==> config.mk <==
export PLATFORM = sky130hd
export DESIGN_NAME = four_motor_tick_pwm_controller
export DESIGN_NICKNAME = d
export VERILOG_FILES = /design/src/rtl/fmtpc_pkg.sv /design/src/rtl/fmtpc_cmd.sv /design/src/rtl/four_motor_tick_pwm_controller.sv
export VERILOG_INCLUDE_DIRS = /design/src /design/src/rtl
export SDC_FILE = /design/constraint.sdc
export NUM_CORES = 1
export LEC_CHECK = 0
export ABC_AREA = 1
export BUFFER_PORTS_ARGS = -buffer_cell sky130_fd_sc_hd__buf_2
export CAP_MARGIN = 20
export CORE_MARGIN = 3
export CORE_UTILIZATION = 60
export DETAILED_ROUTE_END_ITERATION = 8
export HOLD_SLACK_MARGIN = 0.05
export PLACE_DENSITY = 0.78
export REMOVE_ABC_BUFFERS = 1
export SYNTH_ARGS = -nofsm -noshare
export SYNTH_HDL_FRONTEND = slang
export SYNTH_SLANG_ARGS = --single-unit
==> constraint.sdc <==
create_clock -name clock -period 4.97 [get_ports clock]
set_input_delay 0.2485 -clock clock [delete_from_list [all_inputs] [get_ports clock]]
set_output_delay 0.2485 -clock clock [all_outputs]
set_load 0.01 [all_outputs]
==> src/rtl/four_motor_tick_pwm_controller_macros.svh <==
// Assertion macros used by the top-level RTL file of the four-motor PWM controller.
`ifndef FOUR_MOTOR_TICK_PWM_CONTROLLER_MACROS_SVH
`define FOUR_MOTOR_TICK_PWM_CONTROLLER_MACROS_SVH

`ifndef NO_ASSERTIONS

// Checked property, disabled while reset is high.
`define FMTPC_ASSERT(label, prop, msg) \
   label: assert property (@(posedge clock) disable iff (reset) prop) else $error(msg);

// Checked property that also holds during reset.
`define FMTPC_ASSERT_ALWAYS(label, prop, msg) \
   label: assert property (@(posedge clock) prop) else $error(msg);

`else

`define FMTPC_ASSERT(label, prop, msg)
`define FMTPC_ASSERT_ALWAYS(label, prop, msg)

`endif

`endif

==> src/rtl/fmtpc_pkg.sv <==
// Types, constants and codes of the four-motor PWM controller.
package fmtpc_pkg;

   typedef enum logic [1:0] {
      FUNC_TICK   = 2'd0,
      FUNC_DRIVE  = 2'd1,
      FUNC_MOTION = 2'd2,
      FUNC_SPEED  = 2'd3
   } fmtpc_func_type;

   typedef enum logic {
      CSR_PWM_PERIOD      = 1'b0,
      CSR_REVERSAL_ENABLE = 1'b1
   } fmtpc_csr_type;

   localparam logic [7:0] PAT_FRONT = 8'hAA;
   localparam logic [7:0] PAT_BACK  = 8'h55;
   localparam logic [7:0] PAT_STOP  = 8'h00;

   localparam logic [3:0][7:0] BRAKE_MASK = {8'h03, 8'h0C, 8'h30, 8'hC0};

   localparam logic [7:0] PWM_PERIOD_RESET = 8'd100;

   localparam logic signed [11:0] DRIVE_MIN = 12'sd0;
   localparam logic signed [11:0] DRIVE_MAX = 12'sd100;
   localparam logic signed [9:0]  WEIGHTED_MIN = 10'sd35;
   localparam logic signed [9:0]  WEIGHTED_MAX = 10'sd80;
   localparam logic signed [9:0]  PLAIN_MIN = 10'sd20;
   localparam logic signed [9:0]  PLAIN_MAX = 10'sd100;

   typedef struct packed {
      fmtpc_func_type     func;
      logic signed [9:0]  speed;
      logic signed [9:0]  balance;
      logic [7:0]         pattern;
      logic               weighted;
   } fmtpc_item_type;

   typedef struct packed {
      logic [7:0] pwm_period;
      logic       reversal_enable;
   } fmtpc_cfg_type;

   typedef struct packed {
      logic [7:0]      tick_count;
      logic [3:0][7:0] duty;
      logic [3:0]      armed;
      logic [7:0]      port_value;
      logic [7:0]      motion_pattern;
   } fmtpc_state_type;

   typedef struct packed {
      logic [2:0]      count;
      logic [3:0][7:0] bytes;
   } fmtpc_result_type;

endpackage

==> src/rtl/fmtpc_cmd.sv <==
// Command logic: next channel state and the port words caused by one command.
module fmtpc_cmd (
   input  fmtpc_pkg::fmtpc_item_type   item,
   input  fmtpc_pkg::fmtpc_cfg_type    cfg,
   input  fmtpc_pkg::fmtpc_state_type  state,
   output fmtpc_pkg::fmtpc_state_type  state_next,
   output fmtpc_pkg::fmtpc_result_type result
);
   import fmtpc_pkg::*;

   logic [8:0]        tick_next;
   logic              period_hit;
   logic signed [11:0] bal_ext;
   logic signed [11:0] left_raw;
   logic signed [11:0] right_raw;
   logic [7:0]        left_duty;
   logic [7:0]        right_duty;
   logic signed [9:0] set_lo;
   logic signed [9:0] set_hi;
   logic [7:0]        set_duty;

   assign tick_next  = {1'b0, state.tick_count} + 9'd1;
   assign period_hit = tick_next >= {1'b0, cfg.pwm_period};

   // Reversal mode doubles the balance before mixing.
   assign bal_ext   = cfg.reversal_enable ? {{1{item.balance[9]}}, item.balance, 1'b0}
                                          : {{2{item.balance[9]}}, item.balance};
   assign left_raw  = {{2{item.speed[9]}}, item.speed} + bal_ext;
   assign right_raw = {{2{item.speed[9]}}, item.speed} - bal_ext;

   always_comb begin
      if (left_raw < DRIVE_MIN) begin
         left_duty = 8'd0;
      end else if (left_raw > DRIVE_MAX) begin
         left_duty = DRIVE_MAX[7:0];
      end else begin
         left_duty = left_raw[7:0];
      end
      if (right_raw < DRIVE_MIN) begin
         right_duty = 8'd0;
      end else if (right_raw > DRIVE_MAX) begin
         right_duty = DRIVE_MAX[7:0];
      end else begin
         right_duty = right_raw[7:0];
      end
   end

   assign set_lo = item.weighted ? WEIGHTED_MIN : PLAIN_MIN;
   assign set_hi = item.weighted ? WEIGHTED_MAX : PLAIN_MAX;

   always_comb begin
      if (item.speed < set_lo) begin
         set_duty = set_lo[7:0];
      end else if (item.speed > set_hi) begin
         set_duty = set_hi[7:0];
      end else begin
         set_duty = item.speed[7:0];
      end
   end

   always_comb begin
      logic [7:0] pv;
      logic [2:0] n;
      state_next   = state;
      result.count = 3'd0;
      result.bytes = '0;
      pv = state.port_value;
      n  = 3'd0;
      unique case (item.func)
         FUNC_TICK: begin
            if (period_hit) begin
               state_next.tick_count = 8'd0;
               state_next.armed      = 4'b1111;
               state_next.port_value = state.motion_pattern;
               result.count          = 3'd1;
               result.bytes[0]       = state.motion_pattern;
            end else begin
               state_next.tick_count = tick_next[7:0];
               // Channels fire in port order; each word carries the bits set so far.
               for (int i = 0; i < 4; i++) begin
                  if (state.armed[i] && (tick_next >= {1'b0, state.duty[i]})) begin
                     pv = pv | BRAKE_MASK[i];
                     state_next.armed[i] = 1'b0;
                     result.bytes[n[1:0]] = pv;
                     n = n + 3'd1;
                  end
               end
               state_next.port_value = pv;
               result.count          = n;
            end
         end
         FUNC_DRIVE: begin
            if (cfg.reversal_enable) begin
               if (left_raw < DRIVE_MIN || right_raw < DRIVE_MIN) begin
                  state_next.motion_pattern = PAT_BACK;
               end
            end else begin
               state_next.motion_pattern = PAT_FRONT;
            end
            state_next.duty = {right_duty, right_duty, left_duty, left_duty};
         end
         FUNC_MOTION: begin
            state_next.motion_pattern = item.pattern;
            state_next.duty = {4{item.speed[7:0]}};
         end
         FUNC_SPEED: begin
            if (item.speed != 10'sd0) begin
               state_next.duty = {4{set_duty}};
            end else begin
               state_next.motion_pattern = PAT_STOP;
            end
         end
         default: begin
            state_next = state;
         end
      endcase
   end

endmodule

==> src/rtl/four_motor_tick_pwm_controller.sv <==
// Top level of the four-motor tick PWM controller.
//
//  channel | direction | tdata / data               | tuser / side
//  req_    | in        | speed, balance, pattern    | func, weighted
//  rsp_    | out       | port_byte                  | tlast = last word of a tick
//  csr_    | in        | write data (8 bits)        | index 0 period, 1 reversal
//
// A command is taken into an input register, then processed when the buffer can load;
// this loads a four-word result buffer and updates the channel state.
// A command that emits no word is processed every cycle while the buffer is empty;
// behind a tick that emits words, the next command waits until its last word is taken.
// Reset initialises the control and channel state at once; no clearing pass is needed.
// A stalled result port holds the buffer and backs up into req_tready.
module four_motor_tick_pwm_controller (
   input  logic        clock,
   input  logic        reset,
   input  logic        req_tvalid,
   output logic        req_tready,
   input  logic [31:0] req_tdata,   // speed[9:0], balance[19:10], pattern[27:20], zero
   input  logic [2:0]  req_tuser,   // func[1:0], weighted[2]
   output logic        rsp_tvalid,
   input  logic        rsp_tready,
   output logic [7:0]  rsp_tdata,   // port_byte[7:0]
   output logic        rsp_tlast,
   input  logic        csr_we,
   input  logic        csr_addr,
   input  logic [7:0]  csr_wdata
);
   import fmtpc_pkg::*;
   `include "four_motor_tick_pwm_controller_macros.svh"

   logic              in_valid_ff;
   fmtpc_item_type    in_item_ff;
   fmtpc_item_type    in_item_in;
   fmtpc_cfg_type     cfg_ff;
   fmtpc_state_type   state_ff;
   fmtpc_state_type   state_in;
   fmtpc_result_type  cmd_result;
   logic [3:0][7:0]   obuf_ff;
   logic [2:0]        obuf_rem_ff;
   logic [1:0]        obuf_idx_ff;
   logic              buf_can_load;
   logic              proc_fire;
   logic              rsp_take;

   assign in_item_in.func     = fmtpc_func_type'(req_tuser[1:0]);
   assign in_item_in.weighted = req_tuser[2];
   assign in_item_in.speed    = req_tdata[9:0];
   assign in_item_in.balance  = req_tdata[19:10];
   assign in_item_in.pattern  = req_tdata[27:20];

   assign rsp_take     = rsp_tvalid && rsp_tready;
   assign buf_can_load = (obuf_rem_ff == 3'd0) || ((obuf_rem_ff == 3'd1) && rsp_tready);
   assign proc_fire    = in_valid_ff && buf_can_load;
   assign req_tready   = !in_valid_ff || proc_fire;

   always_ff @(posedge clock) begin
      if (reset) begin
         in_valid_ff <= 1'b0;
      end else if (req_tready) begin
         in_valid_ff <= req_tvalid;
      end
      if (req_tready && req_tvalid) begin
         in_item_ff <= in_item_in;
      end
   end

   always_ff @(posedge clock) begin
      if (reset) begin
         cfg_ff.pwm_period      <= PWM_PERIOD_RESET;
         cfg_ff.reversal_enable <= 1'b0;
      end else if (csr_we) begin
         unique case (fmtpc_csr_type'(csr_addr))
            CSR_PWM_PERIOD:      cfg_ff.pwm_period      <= csr_wdata;
            CSR_REVERSAL_ENABLE: cfg_ff.reversal_enable <= csr_wdata[0];
            default:             cfg_ff                 <= cfg_ff;
         endcase
      end
   end

   fmtpc_cmd u_cmd (
      .item       (in_item_ff),
      .cfg        (cfg_ff),
      .state      (state_ff),
      .state_next (state_in),
      .result     (cmd_result)
   );

   always_ff @(posedge clock) begin
      if (reset) begin
         state_ff.tick_count     <= 8'd0;
         state_ff.duty           <= '0;
         state_ff.armed          <= 4'b1111;
         state_ff.port_value     <= PAT_STOP;
         state_ff.motion_pattern <= PAT_FRONT;
      end else if (proc_fire) begin
         state_ff <= state_in;
      end
   end

   // A fresh load wins over the take of the final pending word.
   always_ff @(posedge clock) begin
      if (reset) begin
         obuf_rem_ff <= 3'd0;
         obuf_idx_ff <= 2'd0;
      end else if (proc_fire) begin
         obuf_rem_ff <= cmd_result.count;
         obuf_idx_ff <= 2'd0;
      end else if (rsp_take) begin
         obuf_rem_ff <= obuf_rem_ff - 3'd1;
         obuf_idx_ff <= obuf_idx_ff + 2'd1;
      end
      if (proc_fire) begin
         obuf_ff <= cmd_result.bytes;
      end
   end

   assign rsp_tvalid = obuf_rem_ff != 3'd0;
   assign rsp_tdata  = obuf_ff[obuf_idx_ff];
   assign rsp_tlast  = obuf_rem_ff == 3'd1;

   `FMTPC_ASSERT(a_hold_input, (in_valid_ff && !buf_can_load) |-> !req_tready, "input taken while result buffer busy")
   `FMTPC_ASSERT(a_more_words, (rsp_take && !rsp_tlast) |=> rsp_tvalid, "words of a tick lost before the last one")
   `FMTPC_ASSERT(a_load_shows, (proc_fire && cmd_result.count != 3'd0) |=> (rsp_tvalid && obuf_idx_ff == 2'd0), "loaded result not presented from its first word")
   `FMTPC_ASSERT(a_rem_bound, obuf_rem_ff <= 3'd4, "result buffer count beyond four words")

endmodule

### Word level (Yosys, flattened, before mapping)

Cells that the tools add are included.

| word-level totals | value |
|---|---|
| register bits | 138 |
| latch bits | 0 |
| memory bits (writable) | 0 |
| bits in read-only memories | 0 |
| input port bits | 49 |
| output and inout bits | 11 |
| word-level logic and storage cells | 164 |
| memories kept | 0 |

| operators by class | value |
|---|---|
| $add $sub $neg | 8 |
| $mul | 0 |
| divide/modulo/power cells | 0 |
| order comparisons | 18 |
| equal/unequal tests | 7 |
| shift operators | 0 |
| multiplexer cells | 68 |
| bitwise operators | 2 |
| reduce and logical (&&, ||, !) cells | 36 |

Operator list:

| kind | number |
|---|---|
| $mux 32 | 8 |
| $mux 8 | 25 |
| $bwmux 32 | 3 |
| $pmux 32 s3 | 1 |
| $demux 8 s2 | 3 |
| $ge 9x8->1 | 5 |
| $mux 3 | 12 |
| $mux 35 | 1 |
| $gt 12x8->1 const B | 2 |
| $lt 12x1->1 const B | 2 |
| $mux 24 | 1 |
| $pmux 8 s3 | 1 |
| $mux 6 | 3 |
| $bmux 8 s2 | 1 |
| $reduce_and 3->1 | 5 |
| $add 10x11->12 | 1 |
| $lt 2x3->1 const B | 4 |
| $mux 12 | 1 |
| $sub 10x11->12 | 1 |
| $logic_and 1x1->1 | 11 |
| $gt 10x8->1 | 1 |
| $lt 10x7->1 | 1 |
| $mux 10 | 1 |
| $reduce_bool 10->1 | 1 |
| other kinds (24) | 44 |

### Longest topological paths before layout

| logic depth | value |
|---|---|
| depth in word-level cells | 23 |
| mapped depth | 27 |
| mapped depth without buffers | 27 |

### Cells and area by module

A second synthesis with hierarchy kept.

| second synthesis, totals | value |
|---|---|
| cell total of the unflattened synthesis | 1438 |
| area, all modules | 10238.6 um^2 |

Modules (own cells, without submodules):

| module | times used | cells an instance | area an instance (um^2) | seq. area each (um^2) |
|---|---|---|---|---|
| fmtpc_cmd | 1 | 978 | 5302.6 | 0.0 |
| four_motor_tick_pwm_controller | 1 | 460 | 4936.0 | 3393.3 |

### Worst setup path after synthesis

No wires, ideal clock.

| timing | value |
|---|---|
| path kind | flip-flop to flip-flop |
| from | register state_ff[52] (netlist name) |
| to | register obuf_ff[24] (netlist name) (data pin) |
| setup time | 253 ps |
| data arrival time | 3302 ps |
| data required time | 4717 ps |
| path slack | 1415 ps |
| cell stages (with the launch flop) | 28 |
| buffers on the path | 0 |
| period minus slack after synthesis | 3555 ps |
| cell sequence | dfxtp_1 > ha_1 > nand2_2 > nor2_4 > nand2_1 > xnor2_1 > ha_1 > nand2_1 > nand3b_1 > nor2_1 > nor2_1 > nand3_2 > nand2_2 > inv_2 > ha_1 > inv_1 > nand2_1 > nand2_1 > inv_1 > ha_1 > inv_1 > nor2_4 > inv_2 > nand2_1 > nand2_4 > inv_2 > o21ai_1 > inv_1 |

| on the way | value |
|---|---|
| longest elaborated chain between the ends | 20 |
| elaborated cells on any way between the ends | 47 |
| those cells by class | 3 x add/sub; 11 x order compare; 25 x mux; 8 x reduce/logical |

Ends and longest elaborated chain:

| element | line | source |
|---|---|---|
| from (decl) | four_motor_tick_pwm_controller.sv:36 | `fmtpc_state_type state_ff;` |
| from (signal assigned) | four_motor_tick_pwm_controller.sv:97 | `state_ff <= state_in;` |
| $add 8x1->9 (*) | fmtpc_cmd.sv:22 | `assign tick_next = {1'b0, state.tick_count} + 9'd1;` |
| $ge 9x8->1 | fmtpc_cmd.sv:81 | `if (state.armed[i] && (tick_next >= {1'b0, state.duty[i]})) begin` |
| $logic_and 1x1->1 | fmtpc_cmd.sv:81 |  |
| $mux 1 | fmtpc_cmd.sv:81 |  |
| $mux 3 | fmtpc_cmd.sv:71 | `if (period_hit) begin` |
| $mux 3 | fmtpc_cmd.sv:69 | `unique case (item.func)` |
| $add 3x1->3, or another cell as far along | fmtpc_cmd.sv:85 | `n = n + 3'd1;` |
| $mux 3 / $logic_and 1x1->1 (equally long branches) | fmtpc_cmd.sv:81, fmtpc_cmd.sv:84 |  |
| (+4 left out) | n/a |  |
| $mux 3, or another cell as far along | fmtpc_cmd.sv:71 |  |
| $mux 3, or another cell as far along | fmtpc_cmd.sv:69 |  |
| $lt 2x3->1 (implied by the code), or another cell as far along | fmtpc_cmd.sv:84 | `result.bytes[n[1:0]] = pv;` |
| $logic_and 1x1->1 (implied by the code) / $mux 32 (equally long branches) | fmtpc_cmd.sv:84, fmtpc_cmd.sv:81 |  |
| $mux 8 (implied by the code) / $mux 32 (equally long branches) | fmtpc_cmd.sv:84, fmtpc_cmd.sv:71 |  |
| $demux 8 s2 / $mux 32 (equally long branches) | n/a |  |
| $bwmux 32 | fmtpc_cmd.sv:84 |  |
| $mux 32 | fmtpc_cmd.sv:81 |  |
| to (signal assigned) | four_motor_tick_pwm_controller.sv:114 | `obuf_ff <= cmd_result.bytes;` |
| to (decl) | four_motor_tick_pwm_controller.sv:39 | `logic [3:0][7:0] obuf_ff;` |

Every way passes the cells marked *; elsewhere a longest branch is shown, timed or not. The select of a mux whose other input is x is not followed.
A chain may end at the register's enable or synchronous reset.

### Worst setup path in the final report

| timing | value |
|---|---|
| from | register state_ff[52] (netlist name) |
| to | register obuf_ff[16] (netlist name) (data pin) |

Same word-level chain as after synthesis.

==> metrics <==
TritonCTS buffer count=17; Total GRT Usage=a little over a quarter; Rows=a little over 40; pwr/cell area=roughly 580 nW/µm²; ant diodes=0; Area contributors post-synth=edfxtp_1, dfxtp_1, ha_1; clock root buffer=clkbuf_16; hpwl dp=approximately 13 mm; Setup crit end kind=flop; Placer Congestion=0.974; total power=0.00542 W; utilization after layout=73.5%; Clock transition at path regs=about 0.060 ns; Placed Cells=between 1000 and 1500; die area=14700 µm²; largest net degree at the start of global routing=38; CTS tree=yes; dpl cell area=~8400 µm²; Final nets=1235; library cells used by synthesis=44; IO Port Bufs=between 50 and 60; vias in the first global route=6562; FF-to-FF path depth=24; prevailing post-synth register cell=edfxtp_1; Pleak=4.32 nW; number of synthesized flops with an enable pin=63; post-synthesis sequential area ratio=around two fifths; ys async rst share=0%; status=completed; CP Launch Type=flop; layout cells sized above 1=between 10% and 20%; clk sinks=around 120; Avg Cell Area, Syn=between 7 and 8 µm²; clock power share=around a quarter; Synth Register Bits=122; Tmin final=about 4.3 ns; Avg WL per Cell=14.7 µm; sequential share of power=26.6%; internal power=between 0.003 and 0.004 W; Combinational Power Share=48.7%; P&R area growth vs syn=18.1%; Via-to-Cell Ratio=between 5 and 6; Least-Margin Pin Slew=just under 0.6 ns; max-cap violation count=0; CP Data Arrival Time=roughly 4.5 ns; Slew headroom=roughly three fifths; Final Non-Filler Cells=1297; top cell type's share of synthesized area=roughly a quarter; worst hold path class=in2reg; Congestion Overflow GR=0; Switching Fraction=around 44%; Slew Limit Fails=0; VDD IR max=roughly 0.00034 V; area leader, netlist=edfxtp_1; Critical Path Fanout Max=8; Crit Path Category=reg2reg; Net Sw Power=between 0.002 and 0.0025 W; worst path required time=a little over 5 ns; fin area=9390 µm²; Die Y=about 120 µm; Final setup viols=0; Worst-Skew Late Latency=0.43 ns; Post-DRT Antenna Nets=0; Post-Syn Area=7950 µm²; initial antenna violation count=0; Clock Tree Buf Depth=2; Worst Skew=0.00800 ns; drt drc=0; first-pass GRT wire length=around 31 mm; period utilisation layout=between 80% and 90%; DR pass1 iterations=7; area of the multi-input gates=roughly 4200 µm²; Hold Path Stages=3; core area=approximately 13000 µm²; setup TNS=0 ns; via count=approximately 7100; Initial DRC Count=731; fillers=between 900 and 1000; H-Tree Depth=4; Die Width=about 120 µm; sequential cell area=between 3000 and 4000 µm²; num ports=60; Synth Instances=around 1000; drt total wl=between 15 and 20 mm; RSZ-0062 raised after global routing=false; Synth warnings=0; Final Hold Vio Count=0; max frequency=about 230 MHz; Initial Util=62.3%
[cell families (layout without fill, tap and decap cells)]
kind of cell,after synthesis,count (layout),share of synthesized area (%)
DFF,122,122,38.6
adders and majority gates,74,74,11.8
xor gates and xnor gates,18,18,1.98
and+or+nand+nor,409,409,23.9
AOI/OAI and AO/OA,231,231,15.6
buffers and inverters,165,271,8.01
[Yosys cell counts, drive strengths merged (10+ instances only)]
cell type / instances
ha: 72
edfxtp: 63
o22ai: 11
o21ai: 94
nor2: 98
nand4: 21
nand3: 58
buf: 10
clkbuf: 11
xor2: 13
inv: 143
nand2: 206
a21oi: 107
or2: 11
dfxtp: 59
[worst paths after layout]
| path | start | to | slack, ns |
|---|---|---|---|
| setup / recovery | state_ff[52] | obuf_ff[16] | 0.63 |
| hold / removal | csr_wdata[0] | cfg_ff[1] | 0.07 |
| setup reg to reg | state_ff[52] | obuf_ff[16] | 0.63 |
| hold reg to reg | cfg_ff[4] | cfg_ff[4] | 0.46 |
[power by group through the flow]
| stage | Sequential, W | Combinational, W | Clock, W |
|---|---|---|---|
| final | 0.00144 | 0.00264 | 0.00134 |
| after global routing | 0.00146 | 0.00296 | 0.00140 |
| after CTS | 0.00144 | 0.00261 | 0.00135 |
| after detailed placement | 0.00146 | 0.00255 | 0 |
| after global placement | 0.00145 | 0.00251 | 0 |
| after floorplan | 0.00141 | 0.00200 | 0 |
[what timing repair did]
action,in CTS,in global routing
setup buffers,0,0
hold endpoints to repair,34,0
hold buffers,34,0
resized for setup,0,0
[metal layers]
metal	up-vias	global-route usage, %	part of all wire, %
met5	-	0	0
met1	3226	35.4	44
li1	3604	-	-
met4	0	10.1	2.7
met3	48	5.03	6.7
met2	259	44.0	47
[final cells by class]
class                           instances  share of cell area [%]
Multi-Input combinational cell        732                    45.2
Inverter                              144                    5.78
Clock inverter                         15                    2.24
Clock buffer                           17                    4.53
Tap cell                              172                    2.29
Sequential cell                       122                    32.7
Timing Repair Buffer                   95                    7.25
[flip-flops by register name, summed over array words and instances, names as in the netlist]
| name | flops |
|---|---|
| cfg_ff | 9 |
| obuf_ff | 32 |
| obuf_rem_ff | 3 |
| obuf_idx_ff | 2 |
| in_item_ff | 31 |
| state_ff | 44 |
| in_valid_ff | 1 |
[placed cells by master, fill, tap and decap left out, drive strengths merged, types with 21 or more instances in the layout]
cell         count
ha              72
dlygate4sd3     34
o21ai           94
nand2          206
nand3           58
inv            149
nor2            98
edfxtp          63
a21oi          107
dfxtp           59
buf             61
nand4           21
[critical path, cell delays in order (launching register included)]
cell and delay (ns):
dfxtp_1 0.50, ha_1 0.26, nand2_2 0.08, nor2_4 0.19
nand2_1 0.11, xnor2_1 0.36, ha_1 0.34, a21oi_1 0.14
o21ai_1 0.09, nor2_1 0.13, nand3_2 0.16, nand2_2 0.21
inv_2 0.10, ha_1 0.20, inv_1 0.12, nand2_1 0.07
nand2_1 0.13, inv_1 0.08, ha_1 0.22, inv_1 0.09
nor2_1 0.10, o21ai_4 0.23, inv_2 0.05, o21ai_0 0.09
inv_1 0.05
[metrics by stage]
stage | hold WS (ns) | setup WS, ns
2_1_floorplan | 0.318 | 1.41
3_3_place_gp | 0.425 | 0.855
3_5_place_dp | 0.427 | 0.761
4_1_cts | 0.0644 | 0.650
5_1_grt | 0.0892 | 0.220
6_report | 0.0657 | 0.628
Note: power is estimated with default switching activity, not from simulation.
